===== src/sv/hrw_pkg.sv =====
package hrw_pkg;

  typedef enum logic [2:0] {
    CMD_SAMPLE     = 3'd0,
    CMD_CHECK      = 3'd1,
    CMD_WIN_START  = 3'd2,
    CMD_DEADLINE   = 3'd3,
    CMD_STOP_ALERT = 3'd4,
    CMD_DISARM     = 3'd5
  } cmd_e;

  typedef enum logic [1:0] {
    PH_UNKNOWN = 2'd0,
    PH_LIGHT   = 2'd1,
    PH_DEEP    = 2'd2,
    PH_REM     = 2'd3
  } phase_e;

  localparam int CFG_IW = 2;
  localparam int CFG_DW = 5;

  localparam logic [CFG_IW-1:0] CFG_REQ_LIGHT   = 2'd0;
  localparam logic [CFG_IW-1:0] CFG_DEEP_DROP   = 2'd1;
  localparam logic [CFG_IW-1:0] CFG_LOW_SPREAD  = 2'd2;
  localparam logic [CFG_IW-1:0] CFG_HIGH_SPREAD = 2'd3;

  localparam logic [3:0] STREAK_MAX = 4'd15;

  typedef struct packed {
    logic [3:0] req_light;
    logic [4:0] deep_drop;
    logic [3:0] low_spread;
    logic [4:0] high_spread;
  } cfg_t;

  localparam cfg_t CFG_RESET = '{
    req_light:   4'd3,
    deep_drop:   5'd6,
    low_spread:  4'd3,
    high_spread: 5'd7
  };

  // Classifier status back to the controller.
  typedef struct packed {
    logic   done;
    phase_e phase;
  } cls_stat_t;

  function automatic int max2(int a, int b);
    return (a > b) ? a : b;
  endfunction

endpackage


===== src/sv/hrw_hist_ram.sv =====
module hrw_hist_ram #(
  parameter int DEPTH = 60,
  parameter int WIDTH = 8
) (
  input  logic                     clk_i,
  input  logic                     we_i,
  input  logic [$clog2(DEPTH)-1:0] waddr_i,
  input  logic [WIDTH-1:0]         wdata_i,
  input  logic                     re_i,
  input  logic [$clog2(DEPTH)-1:0] raddr_i,
  output logic [WIDTH-1:0]         rdata_o
);

  logic [WIDTH-1:0] mem [DEPTH];

  always_ff @(posedge clk_i) begin
    if (we_i) begin
      mem[waddr_i] <= wdata_i;
    end
    if (re_i) begin
      rdata_o <= mem[raddr_i];
    end
  end

endmodule


===== src/sv/hrw_classify.sv =====
module hrw_classify #(
  parameter int ANALYSIS_DEPTH = 10,
  parameter int BASELINE_DEPTH = 60,
  parameter int MIN_SAMPLES    = 5
) (
  input  logic                                         clk_i,
  input  logic                                         rst_ni,
  input  logic                                         start_i,
  input  hrw_pkg::cfg_t                                cfg_i,
  input  logic [$clog2(BASELINE_DEPTH+1)-1:0]          count_i,
  input  logic [$clog2(((ANALYSIS_DEPTH < BASELINE_DEPTH) ? ANALYSIS_DEPTH
                        : BASELINE_DEPTH)*255+1)-1:0]   rsum_i,
  input  logic [$clog2(((ANALYSIS_DEPTH < BASELINE_DEPTH) ? ANALYSIS_DEPTH
                        : BASELINE_DEPTH)*65025+1)-1:0] rsq_i,
  input  logic [$clog2(BASELINE_DEPTH*255+1)-1:0]      bsum_i,
  output hrw_pkg::cls_stat_t                           stat_o
);

  localparam int RECENT_LEN = (ANALYSIS_DEPTH < BASELINE_DEPTH) ? ANALYSIS_DEPTH
                                                                : BASELINE_DEPTH;
  localparam int NW  = $clog2(RECENT_LEN+1);
  localparam int CW  = $clog2(BASELINE_DEPTH+1);
  localparam int QW  = $clog2(RECENT_LEN*65025+1);
  localparam int BSW = $clog2(BASELINE_DEPTH*255+1);
  localparam int OW  = hrw_pkg::max2(hrw_pkg::max2(QW, BSW),
                                     hrw_pkg::max2(NW+CW, hrw_pkg::max2(2*NW, 10)));
  localparam int PW  = 2*OW;

  typedef enum logic [3:0] {
    ST_NQ, ST_SS, ST_NN, ST_LT2, ST_LO, ST_HT2, ST_HI,
    ST_SM, ST_NM, ST_DNM, ST_BN, ST_DIFF, ST_DECIDE
  } step_e;

  step_e              step_q;
  logic               busy_q;
  hrw_pkg::cls_stat_t stat_q;

  logic [NW-1:0] n;
  logic [OW-1:0] op_a, op_b;
  logic [PW-1:0] prod;
  logic [PW-1:0] nq_q, ss_q, nn_q, lt2_q, lo_q, ht2_q, hi_q;
  logic [PW-1:0] sm_q, nm_q, dnm_q, bn_q, spread_q, lhs_q;
  logic          mean_low;
  hrw_pkg::phase_e phase_dec;

  // Samples in the recent window.
  assign n = (int'(count_i) < RECENT_LEN) ? NW'(count_i) : NW'(RECENT_LEN);

  // One shared multiplier, operands picked by step.
  always_comb begin
    op_a = '0;
    op_b = '0;
    unique case (step_q)
      ST_NQ:   begin op_a = OW'(n);                   op_b = OW'(rsq_i);   end
      ST_SS:   begin op_a = OW'(rsum_i);              op_b = OW'(rsum_i);  end
      ST_NN:   begin op_a = OW'(n);                   op_b = OW'(n);       end
      ST_LT2:  begin op_a = OW'(cfg_i.low_spread);    op_b = OW'(cfg_i.low_spread); end
      ST_LO:   begin op_a = OW'(lt2_q);               op_b = OW'(nn_q);    end
      ST_HT2:  begin op_a = OW'(cfg_i.high_spread);   op_b = OW'(cfg_i.high_spread); end
      ST_HI:   begin op_a = OW'(ht2_q);               op_b = OW'(nn_q);    end
      ST_SM:   begin op_a = OW'(rsum_i);              op_b = OW'(count_i); end
      ST_NM:   begin op_a = OW'(n);                   op_b = OW'(count_i); end
      ST_DNM:  begin op_a = OW'(cfg_i.deep_drop);     op_b = OW'(nm_q);    end
      ST_BN:   begin op_a = OW'(bsum_i);              op_b = OW'(n);       end
      default: begin op_a = '0;                       op_b = '0;           end
    endcase
  end

  assign prod = op_a * op_b;

  // Recent mean below baseline by the drop, only once the baseline is longer.
  assign mean_low = (int'(count_i) > ANALYSIS_DEPTH) && (lhs_q < bn_q);

  always_comb begin
    if (mean_low && (spread_q < lo_q)) begin
      phase_dec = hrw_pkg::PH_DEEP;
    end else if (spread_q > hi_q) begin
      phase_dec = hrw_pkg::PH_REM;
    end else begin
      phase_dec = hrw_pkg::PH_LIGHT;
    end
  end

  always_ff @(posedge clk_i or negedge rst_ni) begin
    if (!rst_ni) begin
      busy_q       <= 1'b0;
      step_q       <= ST_NQ;
      stat_q.done  <= 1'b0;
      stat_q.phase <= hrw_pkg::PH_UNKNOWN;
    end else begin
      stat_q.done <= 1'b0;
      if (start_i) begin
        if (int'(n) < MIN_SAMPLES) begin
          stat_q.done  <= 1'b1;
          stat_q.phase <= hrw_pkg::PH_UNKNOWN;
        end else begin
          busy_q <= 1'b1;
          step_q <= ST_NQ;
        end
      end else if (busy_q) begin
        if (step_q == ST_DECIDE) begin
          busy_q       <= 1'b0;
          step_q       <= ST_NQ;
          stat_q.done  <= 1'b1;
          stat_q.phase <= phase_dec;
        end else begin
          step_q <= step_e'(step_q + 4'd1);
        end
      end
    end
  end

  always_ff @(posedge clk_i) begin
    if (busy_q) begin
      unique case (step_q)
        ST_NQ:   nq_q  <= prod;
        ST_SS:   ss_q  <= prod;
        ST_NN:   nn_q  <= prod;
        ST_LT2:  lt2_q <= prod;
        ST_LO:   lo_q  <= prod;
        ST_HT2:  ht2_q <= prod;
        ST_HI:   hi_q  <= prod;
        ST_SM:   sm_q  <= prod;
        ST_NM:   nm_q  <= prod;
        ST_DNM:  dnm_q <= prod;
        ST_BN:   bn_q  <= prod;
        ST_DIFF: begin
          spread_q <= nq_q - ss_q;
          lhs_q    <= sm_q + dnm_q;
        end
        default: ;
      endcase
    end
  end

  assign stat_o = stat_q;

endmodule


===== src/sv/hr_sleep_phase_wake_detector.sv =====
// Sleep-phase wake detector. Each input word carries a command and a heart-rate
// sample; each accepted word returns exactly one result word with the wake pulse,
// the current phase, the window and alert flags and the light streak. Samples are
// kept in a synchronous ring memory of BASELINE_DEPTH entries; running sums over the
// recent ANALYSIS_DEPTH samples (at most BASELINE_DEPTH) and over the whole ring are
// updated as each sample goes in. A phase check in an open window, while not
// alerting, classifies the phase (unknown, light, deep, REM) by exact integer spread
// and mean tests. Light after deep or REM, or req_light light checks in a row,
// raises wake and starts alerting. Words are taken one at a time; a result may wait
// in the output register while the next word is accepted. A sample takes two memory
// reads of the retiring entries, two squarings and a write-back before its result;
// a full check runs the classifier's sequence of eleven products on one shared
// multiplier plus a subtract and a compare step, then the capture of the phase and
// the result. Configuration writes are taken in any cycle.
module hr_sleep_phase_wake_detector #(
  parameter int ANALYSIS_DEPTH = 10,
  parameter int BASELINE_DEPTH = 60,
  parameter int MIN_SAMPLES    = 5
) (
  input  logic                       clk_i,
  input  logic                       rst_ni,
  // configuration
  input  logic                       cfg_we_i,
  input  logic [hrw_pkg::CFG_IW-1:0] cfg_idx_i,
  input  logic [hrw_pkg::CFG_DW-1:0] cfg_data_i,
  // input words
  input  logic                       in_valid_i,
  output logic                       in_ready_o,
  input  logic [2:0]                 command_i,
  input  logic [7:0]                 bpm_i,
  // result words
  output logic                       out_valid_o,
  input  logic                       out_ready_i,
  output logic                       wake_o,
  output logic [1:0]                 phase_o,
  output logic                       in_window_o,
  output logic                       alerting_o,
  output logic [3:0]                 light_streak_o
);

  localparam int RECENT_LEN = (ANALYSIS_DEPTH < BASELINE_DEPTH) ? ANALYSIS_DEPTH
                                                                : BASELINE_DEPTH;
  localparam int AW  = $clog2(BASELINE_DEPTH);
  localparam int CW  = $clog2(BASELINE_DEPTH+1);
  localparam int RSW = $clog2(RECENT_LEN*255+1);
  localparam int QW  = $clog2(RECENT_LEN*65025+1);
  localparam int BSW = $clog2(BASELINE_DEPTH*255+1);

  typedef enum logic [2:0] {
    S_IDLE, S_RD_BASE, S_SQ, S_PUSH, S_CLS, S_RESP
  } state_e;

  state_e             state_q;
  hrw_pkg::cfg_t      cfg_q;
  hrw_pkg::cls_stat_t cls_stat;
  hrw_pkg::cmd_e      cmd;
  hrw_pkg::phase_e    phase_q;

  logic [CW-1:0]  count_q;
  logic [AW-1:0]  wp_q;
  logic [RSW-1:0] rsum_q;
  logic [QW-1:0]  rsq_q;
  logic [BSW-1:0] bsum_q;
  logic           win_q, alert_q, wake_q;
  logic [3:0]     streak_q, streak_inc;

  logic [7:0]     bpm_q, old_q, base_q;
  logic [15:0]    bsq_q, osq_q;

  logic           accept, check_ok, cls_start;
  logic           recent_full, base_full;
  logic           rd_en, wr_en;
  logic [AW-1:0]  rd_addr, old_addr;
  logic [7:0]     rd_data;

  logic           out_valid_q, out_wake_q, out_win_q, out_alert_q;
  logic [1:0]     out_phase_q;
  logic [3:0]     out_streak_q;

  assign in_ready_o = (state_q == S_IDLE);
  assign accept     = in_valid_i && in_ready_o;
  assign cmd        = hrw_pkg::cmd_e'(command_i);

  // A check only counts inside an open window and while not alerting.
  assign check_ok   = win_q && !alert_q;
  assign cls_start  = accept && (cmd == hrw_pkg::CMD_CHECK) && check_ok;

  assign recent_full = int'(count_q) >= RECENT_LEN;
  assign base_full   = int'(count_q) >= BASELINE_DEPTH;

  assign streak_inc = (streak_q < hrw_pkg::STREAK_MAX) ? streak_q + 4'd1
                                                       : hrw_pkg::STREAK_MAX;

  // Entry leaving the recent window: RECENT_LEN behind the write pointer.
  always_comb begin
    if (int'(wp_q) >= RECENT_LEN) begin
      old_addr = AW'(int'(wp_q) - RECENT_LEN);
    end else begin
      old_addr = AW'(int'(wp_q) + BASELINE_DEPTH - RECENT_LEN);
    end
  end

  // Read the recent-window leaver on accept, then the baseline leaver at the
  // write pointer; write the new sample back once both are in hand.
  assign rd_en   = (accept && (cmd == hrw_pkg::CMD_SAMPLE)) || (state_q == S_RD_BASE);
  assign rd_addr = (state_q == S_IDLE) ? old_addr : wp_q;
  assign wr_en   = (state_q == S_PUSH);

  hrw_hist_ram #(
    .DEPTH (BASELINE_DEPTH),
    .WIDTH (8)
  ) u_hist (
    .clk_i   (clk_i),
    .we_i    (wr_en),
    .waddr_i (wp_q),
    .wdata_i (bpm_q),
    .re_i    (rd_en),
    .raddr_i (rd_addr),
    .rdata_o (rd_data)
  );

  hrw_classify #(
    .ANALYSIS_DEPTH (ANALYSIS_DEPTH),
    .BASELINE_DEPTH (BASELINE_DEPTH),
    .MIN_SAMPLES    (MIN_SAMPLES)
  ) u_cls (
    .clk_i   (clk_i),
    .rst_ni  (rst_ni),
    .start_i (cls_start),
    .cfg_i   (cfg_q),
    .count_i (count_q),
    .rsum_i  (rsum_q),
    .rsq_i   (rsq_q),
    .bsum_i  (bsum_q),
    .stat_o  (cls_stat)
  );

  // Configuration registers.
  always_ff @(posedge clk_i or negedge rst_ni) begin
    if (!rst_ni) begin
      cfg_q <= hrw_pkg::CFG_RESET;
    end else if (cfg_we_i) begin
      unique case (cfg_idx_i)
        hrw_pkg::CFG_REQ_LIGHT:   cfg_q.req_light   <= cfg_data_i[3:0];
        hrw_pkg::CFG_DEEP_DROP:   cfg_q.deep_drop   <= cfg_data_i[4:0];
        hrw_pkg::CFG_LOW_SPREAD:  cfg_q.low_spread  <= cfg_data_i[3:0];
        hrw_pkg::CFG_HIGH_SPREAD: cfg_q.high_spread <= cfg_data_i[4:0];
        default: ;
      endcase
    end
  end

  // Sample path operands.
  always_ff @(posedge clk_i) begin
    if (accept) begin
      bpm_q <= bpm_i;
    end
    if (state_q == S_RD_BASE) begin
      old_q <= rd_data;
      bsq_q <= 16'(bpm_q) * 16'(bpm_q);
    end
    if (state_q == S_SQ) begin
      base_q <= rd_data;
      osq_q  <= 16'(old_q) * 16'(old_q);
    end
  end

  // Controller, block state and output register.
  always_ff @(posedge clk_i or negedge rst_ni) begin
    if (!rst_ni) begin
      state_q      <= S_IDLE;
      count_q      <= '0;
      wp_q         <= '0;
      rsum_q       <= '0;
      rsq_q        <= '0;
      bsum_q       <= '0;
      win_q        <= 1'b0;
      alert_q      <= 1'b0;
      wake_q       <= 1'b0;
      phase_q      <= hrw_pkg::PH_UNKNOWN;
      streak_q     <= '0;
      out_valid_q  <= 1'b0;
      out_wake_q   <= 1'b0;
      out_phase_q  <= '0;
      out_win_q    <= 1'b0;
      out_alert_q  <= 1'b0;
      out_streak_q <= '0;
    end else begin
      // Drop the result word once taken, unless a new one is loaded behind it.
      if (out_valid_q && out_ready_i && (state_q != S_RESP)) begin
        out_valid_q <= 1'b0;
      end
      unique case (state_q)
        S_IDLE: begin
          if (accept) begin
            wake_q <= 1'b0;
            unique case (cmd)
              hrw_pkg::CMD_SAMPLE: begin
                state_q <= S_RD_BASE;
              end
              hrw_pkg::CMD_CHECK: begin
                state_q <= check_ok ? S_CLS : S_RESP;
              end
              hrw_pkg::CMD_WIN_START: begin
                win_q    <= 1'b1;
                phase_q  <= hrw_pkg::PH_UNKNOWN;
                streak_q <= '0;
                state_q  <= S_RESP;
              end
              hrw_pkg::CMD_DEADLINE: begin
                win_q <= 1'b0;
                if (!alert_q) begin
                  alert_q <= 1'b1;
                  wake_q  <= 1'b1;
                end
                state_q <= S_RESP;
              end
              hrw_pkg::CMD_STOP_ALERT: begin
                alert_q  <= 1'b0;
                win_q    <= 1'b0;
                phase_q  <= hrw_pkg::PH_UNKNOWN;
                streak_q <= '0;
                state_q  <= S_RESP;
              end
              hrw_pkg::CMD_DISARM: begin
                win_q    <= 1'b0;
                phase_q  <= hrw_pkg::PH_UNKNOWN;
                streak_q <= '0;
                state_q  <= S_RESP;
              end
              default: begin
                state_q <= S_RESP;
              end
            endcase
          end
        end
        S_RD_BASE: begin
          state_q <= S_SQ;
        end
        S_SQ: begin
          state_q <= S_PUSH;
        end
        S_PUSH: begin
          // Add the new sample, retire the leavers once their windows are full.
          rsum_q <= rsum_q + RSW'(bpm_q) - (recent_full ? RSW'(old_q) : RSW'(0));
          rsq_q  <= rsq_q + QW'(bsq_q) - (recent_full ? QW'(osq_q) : QW'(0));
          bsum_q <= bsum_q + BSW'(bpm_q) - (base_full ? BSW'(base_q) : BSW'(0));
          if (!base_full) begin
            count_q <= count_q + CW'(1);
          end
          wp_q    <= (wp_q == AW'(BASELINE_DEPTH-1)) ? '0 : wp_q + AW'(1);
          state_q <= S_RESP;
        end
        S_CLS: begin
          if (cls_stat.done) begin
            phase_q <= cls_stat.phase;
            if (cls_stat.phase == hrw_pkg::PH_LIGHT) begin
              streak_q <= streak_inc;
              // Light straight after deep or REM, or a long enough run, wakes.
              if ((phase_q == hrw_pkg::PH_DEEP) || (phase_q == hrw_pkg::PH_REM) ||
                  (streak_inc >= cfg_q.req_light)) begin
                win_q   <= 1'b0;
                alert_q <= 1'b1;
                wake_q  <= 1'b1;
              end
            end else begin
              streak_q <= '0;
            end
            state_q <= S_RESP;
          end
        end
        S_RESP: begin
          // Hold until the output register is free.
          if (!out_valid_q || out_ready_i) begin
            out_valid_q  <= 1'b1;
            out_wake_q   <= wake_q;
            out_phase_q  <= phase_q;
            out_win_q    <= win_q;
            out_alert_q  <= alert_q;
            out_streak_q <= streak_q;
            state_q      <= S_IDLE;
          end
        end
        default: begin
          state_q <= S_IDLE;
        end
      endcase
    end
  end

  assign out_valid_o    = out_valid_q;
  assign wake_o         = out_wake_q;
  assign phase_o        = out_phase_q;
  assign in_window_o    = out_win_q;
  assign alerting_o     = out_alert_q;
  assign light_streak_o = out_streak_q;

endmodule


===== config.mk =====
export PLATFORM = sky130hd
export DESIGN_NAME = hr_sleep_phase_wake_detector
export DESIGN_NICKNAME = d
export VERILOG_FILES = /design/src/sv/hrw_pkg.sv /design/src/sv/hrw_hist_ram.sv /design/src/sv/hrw_classify.sv /design/src/sv/hr_sleep_phase_wake_detector.sv
export SDC_FILE = /design/constraint.sdc
export NUM_CORES = 2
export LEC_CHECK = 0
export BUFFER_PORTS_ARGS = -buffer_cell sky130_fd_sc_hd__buf_2
export CAP_MARGIN = 0
export CORE_MARGIN = 2
export CORE_UTILIZATION = 45
export DETAILED_ROUTE_END_ITERATION = 10
export GPL_TIMING_DRIVEN = 1
export PLACE_DENSITY = 0.66
export SLEW_MARGIN = 20
export SYNTH_ARGS = -nofsm -noshare
export SYNTH_HDL_FRONTEND = slang
export SYNTH_SLANG_ARGS = --single-unit
export TNS_END_PERCENT = 5

===== constraint.sdc =====
create_clock -name clk_i -period 15.4 [get_ports clk_i]
set_input_delay 3.08 -clock clk_i [delete_from_list [all_inputs] [get_ports clk_i]]
set_output_delay 3.08 -clock clk_i [all_outputs]
set_load 0.01 [all_outputs]

==> results.md <==
- EDFF count, synth: 982
- Hpwl dp: 121000 um
- Sink Count: 1088
- Worst Setup End Kind: flop
- CP Launch Type: flop
- Cells resized by post-CTS repair: 0
- Synth cell types: 85
- Total wire length: 169000 um
- Tot Pwr: around 16000 uW
- Sequential area share after synthesis: 49.0%
- Synth Warn #: 0
- Hold Fails Final Rpt: 0
- Clock slew seen by the registers of the worst setup and hold paths: around 0.060 ns
- Via Count: 41000
- GRT Total Usage: 23.0%
- Ys async rst share: 9.74%
- Flop and latch count out of synthesis: between 1000 and 1500
- Fillers: about 12000
- Commonest non-fill, non-tap cell in the layout: edfxtp_1
- Fin nets: ~6200
- Vias per inst: 5.59
- Switch Pwr: 7430 uW
- Post-Syn Nets: 6147
- Reg2reg end: u_cls.bn_q[38]
- Die width: ~390 um
- Drt drc: 0
- Gp weighted congestion: approximately 0.94
- Hold Path Origin: u_hist.rdata_o[1]
- Die area: between 0.1 and 0.15 mm2
- I/O pin count: 34
- Max Clock Freq: approximately 0.093 GHz
- Largest net degree at the start of global routing: between 70 and 80
- Crit-path slowest cell: nand4_1
- Vias in the first global route: 41800
- Worst Path Arrival: 11.16 ns
- Antenna-violating nets left: 0
- Layout Utilization: 49.6%
- WHS Path Cells: 0
- # setup viols final: 0
- Post-route cell area: slightly above 0.07 mm2
- Root buf cell: clkbuf_16
- Initial drt markers: 3724
- RSZ-0062 raised after global routing: no
- Worst-path fanout max: 27
- Wire length per cell: 23.0 um
- Hold-fix buffers, CTS: 0
- Core Box Area: 0.145 mm2
- PD cells: 227 mW/mm2
- DP Area: 0.0683 mm2
- H-tree depth reported by CTS: 3
- Area of the mapped netlist: between 0.06 and 0.07 mm2
- Top FF cell, synth: edfxtp_1
- Pleak: 0.0298 uW
- Min Clock Period, post-route: 10.72 ns
- Sequential group share of total power: between 20 and 30%
- Die H: around 390 um
- Max_cap viols: 0
- Rel. slew slack: 16.7%
- Power Internal: 8940 uW
- Fin crit share: 69.6%
- FF-to-FF Start: u_cls.step_q[2]
- Clock Power Share: 16.8%
- Logic pwr share: 54.7%
- Setup TNS: 0 ns
- Most common cell on crit path: fa_1
- Share of post-route cells with drive strength above 1: about 10%
- Starting Density: between 40% and 50%
- GR Overflow Total: 0
- First-pass GRT wire length: 256000 um
- Worst VDD drop: 0.360 mV
- Flop-to-flop setup slack: 4.68 ns
- Worst hold endpoint: old_q[1]
- Mean area per synthesized cell: roughly 12 um2
- Commonest cells after routing, fill and taps aside: edfxtp_1, inv_1, nand2_1, ha_1, fa_1
- Crit path launch: u_cls.step_q[2]
- IO buf count: 33
- Clk_lat worst skew: 0.76 ns
- Switching Share: 45.4%
- Setup CP Type: reg2reg
- Total CTS buffers: 113
- Count of final max-slew check failures: 0
- Worst EP required: 15.83 ns
- Detailed Routing Iterations Pass 1: 5
- Initial antenna violation count: 12
- Status: complete, no violations
- CTS tree: done
- Worst stage delay on the critical path: 0.94 ns
- Post-CTS Setup Bufs: 0
- R2R depth: 30
- Cells after Synth: 5253
- Clk_skew: 0.0937 ns
- Row Count: 140
- Hold Path Class: reg2reg
- Area growth syn-to-layout: 9.95%
- Least-Margin Pin Slew: 1.25 ns
- Max clock buf depth: 3
## cell usage after synthesis (14+ instances only)
| cell | instances | area [um2] |
|---|---|---|
| a211oi_1 | 16 | 120 |
| a21o_1 | 105 | 788 |
| a21oi_1 | 185 | 926 |
| a221o_1 | 19 | 190 |
| a221oi_1 | 20 | 175 |
| a22o_1 | 25 | 219 |
| a22oi_1 | 28 | 210 |
| a31oi_1 | 21 | 131 |
| and2_1 | 72 | 450 |
| and3_1 | 35 | 219 |
| buf_2 | 16 | 80.1 |
| clkbuf_1 | 130 | 488 |
| dfrtp_1 | 97 | 2430 |
| edfxtp_1 | 982 | 29500 |
| fa_1 | 403 | 8070 |
| ha_1 | 468 | 5860 |
| inv_1 | 797 | 2990 |
| mux2_2 | 27 | 304 |
| mux2i_1 | 14 | 140 |
| mux4_2 | 152 | 3420 |
| nand2_1 | 489 | 1840 |
| nand2b_1 | 36 | 225 |
| nand3_1 | 57 | 285 |
| nand3b_1 | 14 | 105 |
| nand4_1 | 41 | 257 |
| nor2_1 | 364 | 1370 |
| nor2b_1 | 42 | 263 |
| nor3_1 | 37 | 185 |
| o21a_1 | 18 | 135 |
| o21ai_0 | 135 | 676 |
| o21bai_1 | 18 | 135 |
| o31ai_1 | 19 | 143 |
| xnor2_1 | 125 | 1090 |
| xor2_1 | 53 | 464 |
## cell type report
type	instances	area [um2]	area share (%)
Sequential cell	1088	32200	44.6
Multi-Input combinational cell	3199	29900	41.5
Clock buffer	148	3040	4.22
Inverter	798	3000	4.15
Tap cell	1917	2400	3.33
Timing Repair Buffer	120	848	1.18
Clock inverter	64	733	1.02
Antenna cell	6	15.0	0.0208
## cell families after synthesis
group / Yosys count / synth area share (%)
AND/OR/NAND/NOR: 1233 / 8.43
adder cells (fa/ha/maj): 871 / 21.2
AO/OA/AOI/OAI: 723 / 7.36
multiplexers: 193 / 5.90
flip-flops: 1088 / 49.0
XOR/XNOR: 178 / 2.38
other: 1 / 0.00572
buffers and inverters: 966 / 5.66
## per-stage QoR
step / setup WS, ns / cells / hold WS [ns]
CTS: 4.91 / 7332 / 0.460
global route: 4.28 / 7335 / 0.470
finish: 4.68 / 7340 / 0.460
floorplan: 6.78 / 5253 / 0.421
detailed placement: 4.95 / 7120 / 0.446
global placement: 5.13 / 7120 / 0.436
## routing by layer
| metal | global-route usage [%] | vias up | wire (um) |
|---|---|---|---|
| li1 | - | 18500 | - |
| met1 | 31.0 | 20700 | 69500 |
| met2 | 36.8 | 1493 | 78700 |
| met3 | 4.96 | 355 | 13700 |
| met4 | 7.96 | 16 | 6580 |
| met5 | 0 | - | 95 |
## worst max-delay path, delay by kind of cell, from the launching register on
family | cells | cell delay [ns]
flip-flops | 1 | 0.62
adder cells (fa/ha/maj) | 8 | 3.59
AO/OA/AOI/OAI | 10 | 2.80
buffers and inverters | 6 | 0.57
XOR/XNOR | 1 | 0.34
AND/OR/NAND/NOR | 5 | 2.45
## worst max path at each step
stage                      to  slack, ns  depth (start not counted)
6_report       u_cls.bn_q[38]       4.68                         30
5_1_grt        u_cls.sm_q[37]       4.28                         30
4_1_cts        u_cls.hi_q[36]       4.91                         30
3_5_place_dp   u_cls.hi_q[38]       4.95                         30
3_3_place_gp   u_cls.hi_q[38]       5.13                         30
2_1_floorplan  u_cls.bn_q[36]       6.78                         32
## power groups by stage
stage	registers (uW)	clock network [uW]	logic, uW
floorplan	4580	0	5300
global placement	4720	0	8730
detailed placement	4730	0	8870
CTS	4670	2800	8920
global route	4680	2910	9700
finish	4660	2750	8960
## sequential cells by signal, summed over array words and instances, names as in the netlist, 40 cells and up
name / count
u_cls.dnm_q: 40
u_cls.lo_q: 40
u_cls.nq_q: 40
u_cls.spread_q: 40
u_cls.bn_q: 40
u_cls.ss_q: 40
u_cls.lhs_q: 40
u_cls.hi_q: 40
u_hist.mem: 480
u_cls.sm_q: 40
Note: power is estimated with default switching activity, not from simulation.
